$ cat src/bqd_pkg.sv
// Shared types, constants and the control store of the biquad filter.
// Used by bqd_sequencer, bqd_datapath and biquad_iir_filter.
package bqd_pkg;

    // Default widths, fixed register widths and register map
    localparam int SAMPLE_BITS_DEF    = 24;
    localparam int COEF_FRAC_BITS_DEF = 16;
    localparam int COEF_W             = 20;
    localparam int GAIN_W             = 24;
    localparam int CFG_DATA_W         = 24;
    localparam int CFG_IDX_W          = 3;
    localparam int STEP_W             = 4;

    localparam logic [CFG_IDX_W-1:0] REG_FEED_B0    = 3'd0;
    localparam logic [CFG_IDX_W-1:0] REG_FEED_B1    = 3'd1;
    localparam logic [CFG_IDX_W-1:0] REG_FEED_B2    = 3'd2;
    localparam logic [CFG_IDX_W-1:0] REG_BACK_A1    = 3'd3;
    localparam logic [CFG_IDX_W-1:0] REG_BACK_A2    = 3'd4;
    localparam logic [CFG_IDX_W-1:0] REG_INPUT_GAIN = 3'd5;

    typedef logic [STEP_W-1:0] t_step;

    // Multiplier operand selects
    typedef enum logic [2:0] {
        DSEL_SAMP,
        DSEL_X,
        DSEL_X1,
        DSEL_X2,
        DSEL_Y1,
        DSEL_Y2
    } t_dsel;

    typedef enum logic [2:0] {
        CSEL_GAIN,
        CSEL_B0,
        CSEL_B1,
        CSEL_B2,
        CSEL_A1,
        CSEL_A2
    } t_csel;

    typedef enum logic [1:0] {
        ACC_HOLD,
        ACC_LOAD,
        ACC_ADD,
        ACC_SUB
    } t_accop;

    typedef enum logic [1:0] {
        JC_NONE,
        JC_NO_INPUT,
        JC_OUT_BUSY
    } t_jcond;

    // One microcode word
    typedef struct packed {
        logic   in_ready;
        t_dsel  dsel;
        t_csel  csel;
        t_accop acc_op;
        logic   store_x;
        logic   finish;
        t_jcond jcond;
        t_step  target;
        logic   last;
    } t_uword;

    // Strobes from sequencer to datapath
    typedef struct packed {
        t_dsel  dsel;
        t_csel  csel;
        t_accop acc_op;
        logic   store_x;
        logic   latch_in;
        logic   commit;
    } t_dp_ctl;

    // Coefficient set as loaded by software
    typedef struct packed {
        logic signed [COEF_W-1:0] feed_b0;
        logic signed [COEF_W-1:0] feed_b1;
        logic signed [COEF_W-1:0] feed_b2;
        logic signed [COEF_W-1:0] back_a1;
        logic signed [COEF_W-1:0] back_a2;
        logic signed [GAIN_W-1:0] input_gain;
    } t_coefs;

    localparam t_step STEP_IDLE   = 4'd0;
    localparam t_step STEP_FINISH = 4'd8;

    // Control store. The multiplier result of one step is consumed by the
    // accumulator (or the x register) in the following step.
    function automatic t_uword ucode(input t_step step);
        t_uword w;
        w = '{in_ready: 1'b0, dsel: DSEL_SAMP, csel: CSEL_GAIN, acc_op: ACC_HOLD,
              store_x: 1'b0, finish: 1'b0, jcond: JC_NONE, target: STEP_IDLE,
              last: 1'b0};
        unique case (step)
            4'd0: begin
                w.in_ready = 1'b1;
                w.jcond    = JC_NO_INPUT;
                w.target   = STEP_IDLE;
            end
            4'd1: begin
                w.dsel = DSEL_SAMP;
                w.csel = CSEL_GAIN;
            end
            4'd2: begin
                w.dsel    = DSEL_X1;
                w.csel    = CSEL_B1;
                w.store_x = 1'b1;
            end
            4'd3: begin
                w.dsel   = DSEL_X;
                w.csel   = CSEL_B0;
                w.acc_op = ACC_LOAD;
            end
            4'd4: begin
                w.dsel   = DSEL_X2;
                w.csel   = CSEL_B2;
                w.acc_op = ACC_ADD;
            end
            4'd5: begin
                w.dsel   = DSEL_Y1;
                w.csel   = CSEL_A1;
                w.acc_op = ACC_ADD;
            end
            4'd6: begin
                w.dsel   = DSEL_Y2;
                w.csel   = CSEL_A2;
                w.acc_op = ACC_SUB;
            end
            4'd7: begin
                w.acc_op = ACC_SUB;
            end
            4'd8: begin
                w.finish = 1'b1;
                w.jcond  = JC_OUT_BUSY;
                w.target = STEP_FINISH;
                w.last   = 1'b1;
            end
            default: begin
                w.last = 1'b1;
            end
        endcase
        return w;
    endfunction

endpackage

$ cat src/biquad_iir_filter.sv
// Top level of the direct form I biquad: coefficient registers, output
// register, sequencer and datapath. Depends on bqd_pkg, bqd_sequencer, bqd_datapath.
//
//   port group        direction  handshake             payload
//   input samples     in         i_in_valid/o_in_ready  i_sample_in
//   filtered samples  out        o_out_valid/i_out_ready o_sample_out
//   coefficients      in         i_cfg_we (no wait)     i_cfg_index, i_cfg_data
//
// When the output register is free, a sample runs through the accept step
// plus eight sequenced steps, as one shared multiplier does six products in turn.
// The result enters the output register at the final step.
// Reset (synchronous, active low) restores unity gain and b0, clears the rest.
// A full output register holds the final step; the next sample is accepted
// while a finished result still waits in the output register.
module biquad_iir_filter #(
    parameter int SAMPLE_BITS    = bqd_pkg::SAMPLE_BITS_DEF,
    parameter int COEF_FRAC_BITS = bqd_pkg::COEF_FRAC_BITS_DEF
) (
    input  logic                             i_clk,
    input  logic                             i_rst_n,
    input  logic                             i_in_valid,
    output logic                             o_in_ready,
    input  logic signed [SAMPLE_BITS-1:0]    i_sample_in,
    output logic                             o_out_valid,
    input  logic                             i_out_ready,
    output logic signed [SAMPLE_BITS-1:0]    o_sample_out,
    input  logic                             i_cfg_we,
    input  logic [bqd_pkg::CFG_IDX_W-1:0]    i_cfg_index,
    input  logic [bqd_pkg::CFG_DATA_W-1:0]   i_cfg_data
);
    import bqd_pkg::*;

    t_coefs                        r_coefs;
    logic                          r_out_valid;
    logic signed [SAMPLE_BITS-1:0] r_sample_out;
    t_dp_ctl                       ctl;
    logic                          out_busy;
    logic signed [SAMPLE_BITS-1:0] y;

    // Coefficient registers; unknown indexes are dropped
    always_ff @(posedge i_clk) begin
        if (!i_rst_n) begin
            r_coefs.feed_b0    <= COEF_W'(1) << COEF_FRAC_BITS;
            r_coefs.feed_b1    <= '0;
            r_coefs.feed_b2    <= '0;
            r_coefs.back_a1    <= '0;
            r_coefs.back_a2    <= '0;
            r_coefs.input_gain <= GAIN_W'(1) << COEF_FRAC_BITS;
        end else if (i_cfg_we) begin
            unique case (i_cfg_index)
                REG_FEED_B0:    r_coefs.feed_b0    <= i_cfg_data[COEF_W-1:0];
                REG_FEED_B1:    r_coefs.feed_b1    <= i_cfg_data[COEF_W-1:0];
                REG_FEED_B2:    r_coefs.feed_b2    <= i_cfg_data[COEF_W-1:0];
                REG_BACK_A1:    r_coefs.back_a1    <= i_cfg_data[COEF_W-1:0];
                REG_BACK_A2:    r_coefs.back_a2    <= i_cfg_data[COEF_W-1:0];
                REG_INPUT_GAIN: r_coefs.input_gain <= i_cfg_data[GAIN_W-1:0];
                default: ;
            endcase
        end
    end

    assign out_busy = r_out_valid && !i_out_ready;

    bqd_sequencer u_seq (
        .i_clk      (i_clk),
        .i_rst_n    (i_rst_n),
        .i_in_valid (i_in_valid),
        .i_out_busy (out_busy),
        .o_in_ready (o_in_ready),
        .o_ctl      (ctl)
    );

    bqd_datapath #(
        .SAMPLE_BITS    (SAMPLE_BITS),
        .COEF_FRAC_BITS (COEF_FRAC_BITS)
    ) u_dp (
        .i_clk    (i_clk),
        .i_rst_n  (i_rst_n),
        .i_ctl    (ctl),
        .i_coefs  (r_coefs),
        .i_sample (i_sample_in),
        .o_y      (y)
    );

    // Output register: load on commit, drop once the beat is taken
    always_ff @(posedge i_clk) begin
        if (!i_rst_n) begin
            r_out_valid <= 1'b0;
        end else if (ctl.commit) begin
            r_out_valid <= 1'b1;
        end else if (i_out_ready) begin
            r_out_valid <= 1'b0;
        end
    end

    always_ff @(posedge i_clk) begin
        if (ctl.commit) begin
            r_sample_out <= y;
        end
    end

    assign o_out_valid  = r_out_valid;
    assign o_sample_out = r_sample_out;

endmodule

$ cat src/bqd_sequencer.sv
// Step counter and control store lookup with conditional jumps.
// Depends on bqd_pkg.
module bqd_sequencer (
    input  logic             i_clk,
    input  logic             i_rst_n,
    input  logic             i_in_valid,
    input  logic             i_out_busy,
    output logic             o_in_ready,
    output bqd_pkg::t_dp_ctl o_ctl
);
    import bqd_pkg::*;

    t_step  r_step;
    t_step  n_step;
    t_uword w;
    logic   take_jump;

    assign w = ucode(r_step);

    // Evaluate the jump condition of the current word
    always_comb begin
        unique case (w.jcond)
            JC_NO_INPUT: take_jump = !i_in_valid;
            JC_OUT_BUSY: take_jump = i_out_busy;
            default:     take_jump = 1'b0;
        endcase
    end

    // Pick the next step: jump, wrap or advance
    always_comb begin
        priority if (take_jump) begin
            n_step = w.target;
        end else if (w.last) begin
            n_step = STEP_IDLE;
        end else begin
            n_step = r_step + t_step'(1);
        end
    end

    always_ff @(posedge i_clk) begin
        if (!i_rst_n) begin
            r_step <= STEP_IDLE;
        end else begin
            r_step <= n_step;
        end
    end

    // Drive datapath strobes
    assign o_in_ready     = w.in_ready;
    assign o_ctl.dsel     = w.dsel;
    assign o_ctl.csel     = w.csel;
    assign o_ctl.acc_op   = w.acc_op;
    assign o_ctl.store_x  = w.store_x;
    assign o_ctl.latch_in = w.in_ready && i_in_valid;
    assign o_ctl.commit   = w.finish && !i_out_busy;

endmodule

$ cat src/bqd_datapath.sv
// Shared multiplier, accumulator, rounding/saturation and delay line.
// Depends on bqd_pkg; driven by bqd_sequencer strobes.
module bqd_datapath #(
    parameter int SAMPLE_BITS    = bqd_pkg::SAMPLE_BITS_DEF,
    parameter int COEF_FRAC_BITS = bqd_pkg::COEF_FRAC_BITS_DEF
) (
    input  logic                          i_clk,
    input  logic                          i_rst_n,
    input  bqd_pkg::t_dp_ctl              i_ctl,
    input  bqd_pkg::t_coefs               i_coefs,
    input  logic signed [SAMPLE_BITS-1:0] i_sample,
    output logic signed [SAMPLE_BITS-1:0] o_y
);
    import bqd_pkg::*;

    localparam int PW    = SAMPLE_BITS + GAIN_W;
    localparam int ACC_W = PW + 3;

    localparam logic signed [ACC_W-1:0] HALF =
        {{(ACC_W-1){1'b0}}, 1'b1} << (COEF_FRAC_BITS - 1);
    localparam logic signed [ACC_W-1:0] SAT_HI =
        {{(ACC_W-SAMPLE_BITS+1){1'b0}}, {(SAMPLE_BITS-1){1'b1}}};
    localparam logic signed [ACC_W-1:0] SAT_LO =
        {{(ACC_W-SAMPLE_BITS+1){1'b1}}, {(SAMPLE_BITS-1){1'b0}}};

    logic signed [SAMPLE_BITS-1:0] r_samp;
    logic signed [SAMPLE_BITS-1:0] r_x;
    logic signed [SAMPLE_BITS-1:0] r_x1;
    logic signed [SAMPLE_BITS-1:0] r_x2;
    logic signed [SAMPLE_BITS-1:0] r_y1;
    logic signed [SAMPLE_BITS-1:0] r_y2;
    logic signed [PW-1:0]          r_prod;
    logic signed [ACC_W-1:0]       r_acc;

    logic signed [SAMPLE_BITS-1:0] mul_a;
    logic signed [GAIN_W-1:0]      mul_b;
    logic signed [PW-1:0]          prod;
    logic signed [ACC_W-1:0]       prod_ext;
    logic signed [SAMPLE_BITS-1:0] x_new;

    // Round half up at the fraction point, then clamp to the sample range
    function automatic logic signed [SAMPLE_BITS-1:0] round_sat(
        input logic signed [ACC_W-1:0] v
    );
        logic signed [ACC_W-1:0] t;
        logic signed [ACC_W-1:0] s;
        t = v + HALF;
        s = t >>> COEF_FRAC_BITS;
        if (s > SAT_HI) begin
            s = SAT_HI;
        end else if (s < SAT_LO) begin
            s = SAT_LO;
        end
        return s[SAMPLE_BITS-1:0];
    endfunction

    // Select data operand
    always_comb begin
        unique case (i_ctl.dsel)
            DSEL_SAMP: mul_a = r_samp;
            DSEL_X:    mul_a = r_x;
            DSEL_X1:   mul_a = r_x1;
            DSEL_X2:   mul_a = r_x2;
            DSEL_Y1:   mul_a = r_y1;
            DSEL_Y2:   mul_a = r_y2;
            default:   mul_a = r_samp;
        endcase
    end

    // Select coefficient operand, sign-extended to the gain width
    always_comb begin
        unique case (i_ctl.csel)
            CSEL_GAIN: mul_b = i_coefs.input_gain;
            CSEL_B0:   mul_b = {{(GAIN_W-COEF_W){i_coefs.feed_b0[COEF_W-1]}},
                                i_coefs.feed_b0};
            CSEL_B1:   mul_b = {{(GAIN_W-COEF_W){i_coefs.feed_b1[COEF_W-1]}},
                                i_coefs.feed_b1};
            CSEL_B2:   mul_b = {{(GAIN_W-COEF_W){i_coefs.feed_b2[COEF_W-1]}},
                                i_coefs.feed_b2};
            CSEL_A1:   mul_b = {{(GAIN_W-COEF_W){i_coefs.back_a1[COEF_W-1]}},
                                i_coefs.back_a1};
            CSEL_A2:   mul_b = {{(GAIN_W-COEF_W){i_coefs.back_a2[COEF_W-1]}},
                                i_coefs.back_a2};
            default:   mul_b = i_coefs.input_gain;
        endcase
    end

    assign prod     = mul_a * mul_b;
    assign prod_ext = {{(ACC_W-PW){r_prod[PW-1]}}, r_prod};
    assign x_new    = round_sat(prod_ext);
    assign o_y      = round_sat(r_acc);

    // Multiply, then accumulate the previous product
    always_ff @(posedge i_clk) begin
        r_prod <= prod;
        unique case (i_ctl.acc_op)
            ACC_LOAD: r_acc <= prod_ext;
            ACC_ADD:  r_acc <= r_acc + prod_ext;
            ACC_SUB:  r_acc <= r_acc - prod_ext;
            default:  r_acc <= r_acc;
        endcase
        if (i_ctl.latch_in) begin
            r_samp <= i_sample;
        end
    end

    // Hold scaled input and shift the delay line on commit
    always_ff @(posedge i_clk) begin
        if (!i_rst_n) begin
            r_x  <= '0;
            r_x1 <= '0;
            r_x2 <= '0;
            r_y1 <= '0;
            r_y2 <= '0;
        end else begin
            if (i_ctl.store_x) begin
                r_x <= x_new;
            end
            if (i_ctl.commit) begin
                r_x2 <= r_x1;
                r_x1 <= r_x;
                r_y2 <= r_y1;
                r_y1 <= o_y;
            end
        end
    end

endmodule
$ cat config.mk
export PLATFORM = sky130hd
export DESIGN_NAME = biquad_iir_filter
export DESIGN_NICKNAME = d
export VERILOG_FILES = /design/src/bqd_pkg.sv /design/src/biquad_iir_filter.sv /design/src/bqd_sequencer.sv /design/src/bqd_datapath.sv
export SDC_FILE = /design/constraint.sdc
export NUM_CORES = 2
export LEC_CHECK = 0
export ABC_AREA = 1
export BUFFER_PORTS_ARGS = -buffer_cell sky130_fd_sc_hd__buf_2
export CAP_MARGIN = 40
export CORE_ASPECT_RATIO = 1.1
export CORE_MARGIN = 3
export CORE_UTILIZATION = 45
export DETAILED_ROUTE_END_ITERATION = 10
export PLACE_DENSITY = 0.65
export SKIP_LAST_GASP = 1
export SYNTH_ARGS = -nofsm -noshare
export SYNTH_HDL_FRONTEND = slang
export SYNTH_SLANG_ARGS = --single-unit
$ cat constraint.sdc
create_clock -name i_clk -period 24.6 [get_ports i_clk]
set_input_delay 4.92 -clock i_clk [delete_from_list [all_inputs] [get_ports i_clk]]
set_output_delay 4.92 -clock i_clk [all_outputs]
set_load 0.1 [all_outputs]
After elaboration in Yosys (flattened, before gate mapping)
Index checks and enable logic that the tools add are counted.
{ "totals": {"elab_cells": 92, "regBits": 396, "out_inout_bits": 26, "in_bits": 56} }
{ "op_classes": {"addsub": 5, "eq_ne": 28, "mux": 18, "multipliers": 1, "n_reduce_logical": 19, "magnitude_cmp": 4} }
{ "ops": {"columns": ["cell", "n"], "rows": [
  ["one-hot mux 24 bit (5 select lines)", 2],
  ["one-hot mux 51 bit (3 select lines)", 1],
  ["2-to-1 mux 24 bit", 4],
  ["adder 51 x 17 -> 51 bit, second input constant", 1],
  ["adder 51 x 48 -> 51 bit", 1],
  ["subtractor 51 x 48 -> 51 bit", 1],
  ["adder 48 x 17 -> 49 bit, second input constant", 1],
  ["multiplier 24 x 24 -> 48 bit", 1],
  ["> comparator 35 x 24 -> 1 bit, second input constant", 1],
  ["< comparator 35 x 24 -> 1 bit, second input constant", 1],
  ["> comparator 33 x 24 -> 1 bit, second input constant", 1],
  ["< comparator 33 x 24 -> 1 bit, second input constant", 1],
  ["one-hot mux 6 bit (5 select lines)", 1],
  ["== test 3 x 2 -> 1 bit, second input constant", 6],
  ["== test 3 bit, second input constant", 6],
  ["== test 4 x 3 -> 1 bit, second input constant", 4],
  ["one-hot mux 6 bit (2 select lines)", 1],
  ["AND reduction 2 bit", 6],
  ["== test 3 x 1 -> 1 bit, second input constant", 3],
  ["== test 4 x 2 -> 1 bit, second input constant", 2],
  ["2-to-1 mux 4 bit", 2],
  ["OR reduction 8 bit", 1],
  ["== test 2 bit, second input constant", 3],
  ["one-hot mux 2 bit (3 select lines)", 1],
  ["13 further kinds", 23]
]} }

Logic depth before layout (Yosys ltp)
{ "logic_depth": {"word_depth": 5, "ltp_mapped": 44, "depth_no_buf": 41} }

Hierarchy
Synthesis repeated with hierarchy kept, for this count alone.
{ "hier_totals": {"cells_unflattened": 6000, "hier_area_um2": 44976.9} }
{ "modules_own_cells": {"columns": ["module", "cells_each", "area_per_inst_um2", "instances"], "rows": [
  ["bqd_datapath", 5197, 38891.0, 1],
  ["biquad_iir_filter", 744, 5709.2, 1],
  ["bqd_sequencer", 59, 376.6, 1]
]} }

Least setup slack after synthesis
No wires, ideal clock.
{ "synth_path": {"kind": "register to register", "from": "register u_seq.r_step[0]", "to": "register u_dp.r_prod[43]", "required_ns": 24.480, "n_path_buf": 3, "synth_period_minus_slack_ns": 8.189, "arrival_ns": 8.070, "setup_time_ns": 0.120, "stages_incl_launch_ff": 30, "path_slack_ns": 16.411, "cell_sequence": "dfxtp_1 > inv_1 > ha_1 > o21ai_2 > nor2_4 > nand2_4 > nand3_2 > buf_6 > buf_2 > nand4_1 > o21ai_2 > buf_6 > nor2_1 > fa_1 > fa_1 > inv_1 > fa_1 > inv_1 > fa_1 > fa_1 > fa_1 > inv_1 > fa_1 > inv_1 > ha_1 > a21oi_1 > o21ai_0 > a2111oi_0 > nand3_1 > xor2_1"} }
{ "synth_via": {"elab_chain_len": 5, "elab_cells_between_ends": 19, "classes_between": "mul: 1; eq/ne: 15; mux: 3"} }
{ "synth_rtl": {"columns": ["element", "line_no", "text"], "rows": [
  ["start: declaration", "bqd_sequencer.sv:13", "t_step r_step;"],
  ["start signal: assignment", "bqd_sequencer.sv:44", "r_step <= n_step;"],
  ["== test 4 x 3 -> 1 bit / == test 4 x 2 -> 1 bit (equally long branches)", "bqd_pkg.sv:98", "unique case (step)"],
  ["one-hot mux 6 bit (5 select lines) (*)", "bqd_pkg.sv:98", null],
  ["== test 3 bit, or another cell as far along", "bqd_datapath.sv:59", "unique case (i_ctl.dsel)"],
  ["one-hot mux 24 bit (5 select lines) (on tied branches)", "bqd_datapath.sv:59, bqd_datapath.sv:72", null],
  ["multiplier 24 x 24 -> 48 bit (*)", "bqd_datapath.sv:88", "assign prod = mul_a * mul_b;"],
  ["named net u_dp.prod[43]", "bqd_datapath.sv:37", "logic signed [PW-1:0] prod;"],
  ["end signal: assignment", "bqd_datapath.sv:95", "r_prod <= prod;"],
  ["end: declaration", "bqd_datapath.sv:32", "logic signed [PW-1:0] r_prod;"]
]} }
Mark *: on every way through the listed nets, which the timed path passes. The rest lies on a longest branch.
A chain may end at the register's enable or synchronous reset.

Worst setup path in the final report
Ends and elaborated chain as after synthesis.

==> impl_metrics.toml <==
[cts]
cts_tree = "done"
cts_buffer_depth = 3
cts_made_buffers = 45
ctsResizeCount = 0
clkTransAtPathRegs_ps = 60
root_buffer = "clkbuf_16"
insertion_delay_ps = 620
cts_hold_buf = 0
clkSinkCount = 396
htreeDepth = 2
cts_setup_buffers = 0

[sta]
hold_viol = 0
period_needed_ps = 10790
slew_headroom_pct = 38.75
post-route-period-util_pct = 43.85
rsz0062_at_grt = "false"
max_freq_ghz = 0.09270
clock_skew_ps = 38.45
setup_viol = 0
setup_ws_ps = 13810
final.setup.tns_ps = 0
drv_slew = 0
tightest_slew_ps = 917.7

[global_route]
top_usage_layer = "met2"
grt_start_max_net_pins = 106
grt_pass1_wl_mm = 222.6
grt_use_met1_pct = 36.49
met3_usage_pct = 3.800
grt_util_all_layers_pct = 28.14
grt_pass1_vias = 38280
grt.met2_usage_pct = 47.19
antenna_found_initial = 0
grt_overflow = 0

[worst_setup_path]
worst_path_max_delay_cell = "fa_1"
slowest_delay_ps = 870
cp-start-kind = "flop"
required_ps = 25120
crit_fanout = 51
worstSetupPathType = "reg2reg"
r2r-start = "u_seq.r_step[0]"
cp-end-kind = "flop"
crit_arrival_ps = 11310
path_buf_inv = 8
path_delay_family = "adder cells"
setup.worst_path.start = "u_seq.r_step[0]"

[routing]
wl_per_cell_um = 20.72
routed_wl_mm = 145.7
via_count = 38550
drtPass1Iterations = 6
viasPerCell = 5.485
ant_nets = 0
drc = 0
first_iter_violations = 3430

[logic_synthesis]
ys_warn_count = 0
syn_avg_cell_area_um2 = 7.649
synth_area_leaders = "fa_1 (28%), dfxtp_1 (13%), inv_1 (9.3%)"
synth_area_um2 = 44070
synth_cells = 5762
synth_fa_ha_area_share_pct = 33.17
synthMuxAreaShare_pct = 0
yosys.cell_types.count = 60
synth_simple_gate_area_share_pct = 20.12
synth-seq-cells = 396
synth_top_family_by_area = "adder cells"
async_flop_share_pct = 0
synth.most_common_cell = "inv_1"
synth_xor_area_share_pct = 3.140
synth_common_cells = "inv_1 (1088), nand2_1 (1073), nor2_1 (793)"
yosysSeqAreaShare_pct = 20.24
ys.flop_type = "dfxtp_1"
synth_compound_area_share_pct = 11.10
synth_top_area_share_pct = 27.66
synthesis.nets = 6621
yosysTopAreaCell = "fa_1"
synth_edf_count = 99

[final_layout]
final_core_util_pct = 48.68
multiInputGateArea_um2 = 29800
fillers = 9651
drive_above_1_share_pct = 5.748
fin_nets = 6583
syn_to_final_growth_pct = 6.564
ff_latch_area_um2 = 8919
diodes = 0

[flow_run]
cap_violations = 0

[die]
rows = 119
die_w_um = 304.4
design.core.area_um2 = 96480
die_h_um = 334.2
initial_core_util_pct = 45.68
ioPinCount = 82
die_area_um2 = 101700

[placed_design]
dpl_worst_slack_ps = 13900
hpwl_mm = 116.2
gp_congestion = 0.9629
numPortBuffers = 81

[worst_hold_path]
min_from = "r_coefs[58]"
min_path_type = "reg2reg"

[outcome]
status = "complete, no violations"
-- logic make-up (layout without fill, tap and decap cells) --
group / after synthesis / count (layout)
AOI/OAI and AO/OA: 862 / 862
adders and majority gates: 803 / 803
buffers and inverters: 1347 / 1344
and+or+nand+nor: 2196 / 2196
xor gates and xnor gates: 158 / 158
DFF: 396 / 396
-- metrics by stage --
step / hold WS, ps / cells / cell area (um2)
floorplan: 423.7 / 5762 / 44070
global placement: 430.4 / 6935 / 45260
detailed placement: 436.7 / 6945 / 45460
CTS: 446.2 / 7027 / 46940
global route: 470.8 / 7029 / 46970
finish: 447.9 / 7029 / 46970
-- worst register-to-register path, delay by kind of cell (launching register included) --
family                   cells  cell delay (ps)
AO/OA/AOI/OAI                1              390
XOR/XNOR                     1              170
adder cells (fa/ha/maj)      9             5000
buffers and inverters        8             1520
flip-flops                   1              400
AND/OR/NAND/NOR             13             3200
-- layout make-up --
type	count	share of cell area (%)
clock buffer	63	2.800
clock inverter	19	0.3543
inverter	1135	9.114
multi-input combinational	4019	63.46
sequential	396	18.99
tap	1270	3.383
timing repair buffer	127	1.897
-- cells in the final DEF, fill, tap and decap left out, types with 12 or more instances in the layout --
master	n
nand4_1	42
fa_1	609
inv_2	35
a221oi_1	20
dfxtp_1	297
inv_1	1088
a31oi_1	23
nor4_1	16
xnor2_1	46
a21o_1	18
o21ai_2	28
nor2_1	791
o21ai_0	382
a21oi_1	286
ha_1	194
nor3_1	50
or2_2	12
nand3_1	174
xor2_1	112
nand2_1	1072
buf_2	80
buf_4	36
edfxtp_1	99
clkbuf_16	46
-- sequential cells by signal, indices dropped and copies added, names as in the netlist --
| register | cells |
|---|---|
| r_coefs | 124 |
| u_dp.r_acc | 51 |
| u_dp.r_prod | 48 |
| o_sample_out | 24 |
| u_dp.r_samp | 24 |
| u_dp.r_x1 | 24 |
| u_dp.r_x2 | 24 |
| u_dp.r_x | 24 |
| u_dp.r_y1 | 24 |
| u_dp.r_y2 | 24 |
| u_seq.r_step | 4 |
| o_out_valid | 1 |
-- final timing paths --
| kind | end | slack [ps] | depth (start not counted) |
|---|---|---|---|
| worst min-delay path | r_coefs[58] | 450 | 2 |
| worst min register to register | r_coefs[58] | 450 | 2 |
| worst max-delay path | u_dp.r_prod[43] | 13810 | 32 |
| worst max register to register | u_dp.r_prod[43] | 13810 | 32 |
-- layer usage --
metal  vias up  wire length, um
met5         -                0
met4         0             7362
met3       359            11600
met2      1664            69410
met1     18870            57310
li1      17660                -
Power is left out: the tool's default activity adds up to more than one toggle a clock period on the data nets, which glitch-free logic cannot reach.
